**src/hw/rtl/lzwc_ram.sv**
```systemverilog
module lzwc_ram #(
    parameter int WIDTH = 8,
    parameter int DEPTH = 16
) (
    input  logic                     i_clk,
    input  logic                     i_we,
    input  logic [$clog2(DEPTH)-1:0] i_waddr,
    input  logic [WIDTH-1:0]         i_wdata,
    input  logic [$clog2(DEPTH)-1:0] i_raddr,
    output logic [WIDTH-1:0]         o_rdata
);

    logic [WIDTH-1:0] r_mem [DEPTH];

    always_ff @(posedge i_clk) begin
        if (i_we) begin
            r_mem[i_waddr] <= i_wdata;
        end
        o_rdata <= r_mem[i_raddr];
    end

endmodule

```
**config.mk**
```make
export PLATFORM = sky130hd
export DESIGN_NAME = lzwc_ram
export DESIGN_NICKNAME = d
export VERILOG_FILES = /design/src/hw/rtl/lzwc_ram.sv
export SDC_FILE = /design/constraint.sdc
export NUM_CORES = 1
export LEC_CHECK = 0
export BUFFER_PORTS_ARGS = -buffer_cell sky130_fd_sc_hd__buf_2
export CORE_ASPECT_RATIO = 0.75
export CORE_MARGIN = 5
export CORE_UTILIZATION = 60
export CTS_CLUSTER_SIZE = 20
export DETAILED_ROUTE_END_ITERATION = 8
export PLACE_DENSITY = 0.81
export SYNTH_ARGS = -nofsm -noshare
export SYNTH_HDL_FRONTEND = slang
export SYNTH_SLANG_ARGS = --single-unit
```
**constraint.sdc**
```tcl
create_clock -name i_clk -period 2.59 [get_ports i_clk]
set_clock_uncertainty 0.2 [all_clocks]
set_input_delay 0.518 -clock i_clk [delete_from_list [all_inputs] [get_ports i_clk]]
set_output_delay 0.518 -clock i_clk [all_outputs]
set_load 0.02 [all_outputs]
```
==> impl_metrics.csv <==
group,metric,value,unit
logic_synthesis,syn_avg_cell_area,22.5,um2
logic_synthesis,ys_ff_latch,136,
timing,worstMarginPinSlew,0.687,ns
finish,finish.instance_area,0.00607,mm2
job,drv_cap,0,
critical_path,end_kind,"flop",
critical_path,crit_path_start,"i_raddr[0]",
grt,grt_max_degree,33,
power_and_ir_drop,intPower,4.06,mW
status,status,"complete, no violations",
critical_path,crit_cells,5,
die,die_y,90.2,um
timing,hold_slack,0.297,ns
clock_tree,cts_root_buf,"clkbuf_16",
power_and_ir_drop,sequentialPowerShare,0.488,
critical_path,cp_max_fo,32,
logic_synthesis,syn-cell-area,0.00515,mm2
die,row_count,29,
timing,fin_crit_sh,0.668,
power_and_ir_drop,p_leak,2.08,nW
finish,fillers,502,
clock_tree,cts_made_buffers,17,
die,io_pins,26,
clock_tree,clock-sinks,136,
finish,drive_gt1_frac,0.312,
finish,final_nets,301,
timing,rsz0062_at_grt,"false",
drt,dr.pass1.iters,4,
power_and_ir_drop,switching_share,0.201,
critical_path,cp.arrival,1.82,ns
drt,wire_per_inst,25.7,um
power_and_ir_drop,p_per_area,838,mW/mm2
timing,slew_violations,0,
logic_synthesis,synth_top_cell_by_area,"edfxtp_1",
die,die_width,117,um
critical_path,critPathTopFamily,"multiplexers",
critical_path,rr_worst_depth,3,
logic_synthesis,synthCells,229,
clock_tree,ctsLongestPathBuffers,2,
drt,vias,2536,
grt,antenna_found_initial,1,
die,dieArea,0.0106,mm2
critical_path,critPathRequiredTime,2.68,ns
critical_path,worstSetupStartpointType,"primary input",
timing,setup_viol,0,
critical_path,r2r_setup_slack,0.99,ns
critical_path,crit_chain,"buf_2 > buf_12 > mux4_2 > a22oi_1 > nand2_1",
timing,max_freq,578,MHz
critical_path,critPathKind,"in2reg",
grt,grt_overflow,0,
logic_synthesis,synth_cell_types,19,
logic_synthesis,ys_seq_area_frac,0.778,
power_and_ir_drop,irDropWorstVdd,0.467,mV
placement,dpl.cell_count,372,
timing,maxSlewHeadroom,0.540,
clock_tree,cts_max_level,4,
clock_tree,clk_latency,0.41,ns
power_and_ir_drop,power_frac_comb,0.047,
grt,gr-usage-all-layers,0.212,
placement,numPortBuffers,25,
power_and_ir_drop,p_sw,1.02,mW
die,core_region_area,0.00842,mm2
drt,detail_route.iter0.violations,320,
logic_synthesis,synth_area_leaders,"edfxtp_1 (75%), mux4_2 (7.9%), mux4_1 (7.1%)",
drt,highest_layer,"met5",
min_path,hp-class,"in2reg",
finish,synthToLayoutAreaGrowth,17.9,%
logic_synthesis,synth_nets,247,
drt,met2WireLength,5090,um
drt,routed_wl,10400,um
clock_tree,clkTransAtPathRegs,0.06,ns
drt,antenna_left,0,
clock_tree,ctsResizeCount,0,
critical_path,cp-endpoint,"o_rdata[7]",
critical_path,cp_slowest_stage_delay,0.56,ns
placement,placed_area,0.00548,mm2
finish,final_cells,403,
logic_synthesis,synth_top_area_frac,0.747,
critical_path,crit_path_top_delay_cell,"mux4_2",
critical_path,r2r-end,"o_rdata[7]",
finish,n_antenna_cell,0,
critical_path,path_buf_inv,2,
critical_path,r2r_start,"r_mem[3][7]",
placement,gp_congestion,0.750,
power_and_ir_drop,p_clk_frac,0.465,
clock_tree,cts_setup_buffers,0,
timing,finalSetupTns,0,ns
drt,via_per_inst,6.29,
drt,drc_errors,0,
clock_tree,holdBufCountCts,0,
drt,met1_length,4450,um
grt,grt_pass1_vias,2543,
timing,fin_crit,1.73,ns
placement,dpl.hpwl,6530,um
logic_synthesis,yosysWarningCount,0,
die,start_util,0.611,
grt,grt_pass1_wl,15600,um
timing,final_hold_viol_count,0,
drt,met3_length,758,um
clock_tree,cts_tree,"done",
## power groups by stage
stage | registers, mW | logic (mW) | clock network (mW)
finish | 2.48 | 0.241 | 2.37
detailed placement | 2.52 | 0.243 | 0
global placement | 2.52 | 0.233 | 0
CTS | 2.48 | 0.245 | 2.39
global route | 2.48 | 0.260 | 2.51
floorplan | 2.53 | 0.125 | 0
## cells in the final DEF, fill, tap and decap left out, types with 2 or more instances in the layout
cell | synthesis | layout
clkinvlp_4 | 0 | 3
clkbuf_1 | 0 | 2
nand2b_1 | 2 | 2
clkinv_4 | 0 | 2
nand3b_1 | 2 | 2
clkinv_2 | 0 | 2
a22oi_1 | 16 | 16
nand2_1 | 9 | 9
buf_2 | 3 | 25
nor3_1 | 4 | 4
buf_4 | 1 | 19
nor2_1 | 13 | 13
bufinv_16 | 0 | 3
clkbuf_16 | 0 | 17
edfxtp_1 | 128 | 128
mux4_2 | 18 | 18
mux4_1 | 14 | 14
dfxtp_1 | 8 | 8
## registers in the layout, summed over array words and instances, names as in the netlist
signal and flops:
r_mem 128, o_rdata 8
## worst min path at each step
| stage | slack, ns | end | cells past startpoint | from |
|---|---|---|---|---|
| after global routing | 0.28 | r_mem[11][4] | 1 | i_wdata[4] |
| after global placement | 0.45 | o_rdata[6] | 3 | r_mem[15][6] |
| after detailed placement | 0.47 | o_rdata[3] | 3 | r_mem[8][3] |
| after CTS | 0.29 | r_mem[1][0] | 1 | i_wdata[0] |
| final | 0.30 | r_mem[15][5] | 1 | i_wdata[5] |
| after floorplan | 0.42 | r_mem[0][0] | 0 | i_wdata[0] |
## worst register-to-register path: cells and delay by family (launching register included)
kind | cells | cell delay, ns
AO/OA/AOI/OAI | 1 | 0.27
flip-flops | 1 | 0.41
AND/OR/NAND/NOR | 1 | 0.11
multiplexers | 1 | 0.51
## area by class of cell
type                    count  area, um2  area share
clock buffers              19        433      0.0713
multi-input cells          83       1060       0.174
flip-flops and latches    136       4000       0.660
repair buffers             45        288      0.0474
clock inverters            12        153      0.0251
well taps                 108        135      0.0223
## metrics by stage
| step | setup slack (ns) | util | power, mW |
|---|---|---|---|
| floorplan | 0.379 | - | 2.66 |
| global placement | 0.459 | 0.651 | 2.75 |
| detailed placement | 0.442 | 0.651 | 2.77 |
| CTS | 0.857 | 0.721 | 5.11 |
| global route | 0.806 | 0.721 | 5.25 |
| finish | 0.859 | 0.721 | 5.09 |
## cells by family (layout without fill, tap and decap cells)
group | count (synthesis) | count (layout) | share of synthesized area
flops | 136 | 136 | 0.778
buf+inv | 10 | 76 | 0.0168
compound gates | 16 | 16 | 0.0233
mux | 32 | 32 | 0.150
simple gates | 35 | 35 | 0.0318
## synthesized netlist by cell type
cell / instances
mux4_1: 14
or3b_2: 1
nand3_1: 1
nor2_1: 13
nand3b_1: 2
buf_2: 3
clkdlybuf4s25_2: 3
edfxtp_1: 128
nor2b_1: 1
nor3_1: 4
and2b_1: 1
nand2_1: 9
mux4_2: 18
buf_4: 1
dfxtp_1: 8
nand2b_1: 2
and2_1: 1
a22oi_1: 16
buf_6: 3
## per-layer routing
metal / vias up / track usage
met1: 1338 / 0.310
met2: 106 / 0.312
li1: 1081 / -
met4: 2 / 0.0535
met3: 9 / 0.0711
met5: - / 0
No activity file was read; power rests on OpenSTA's default activity.
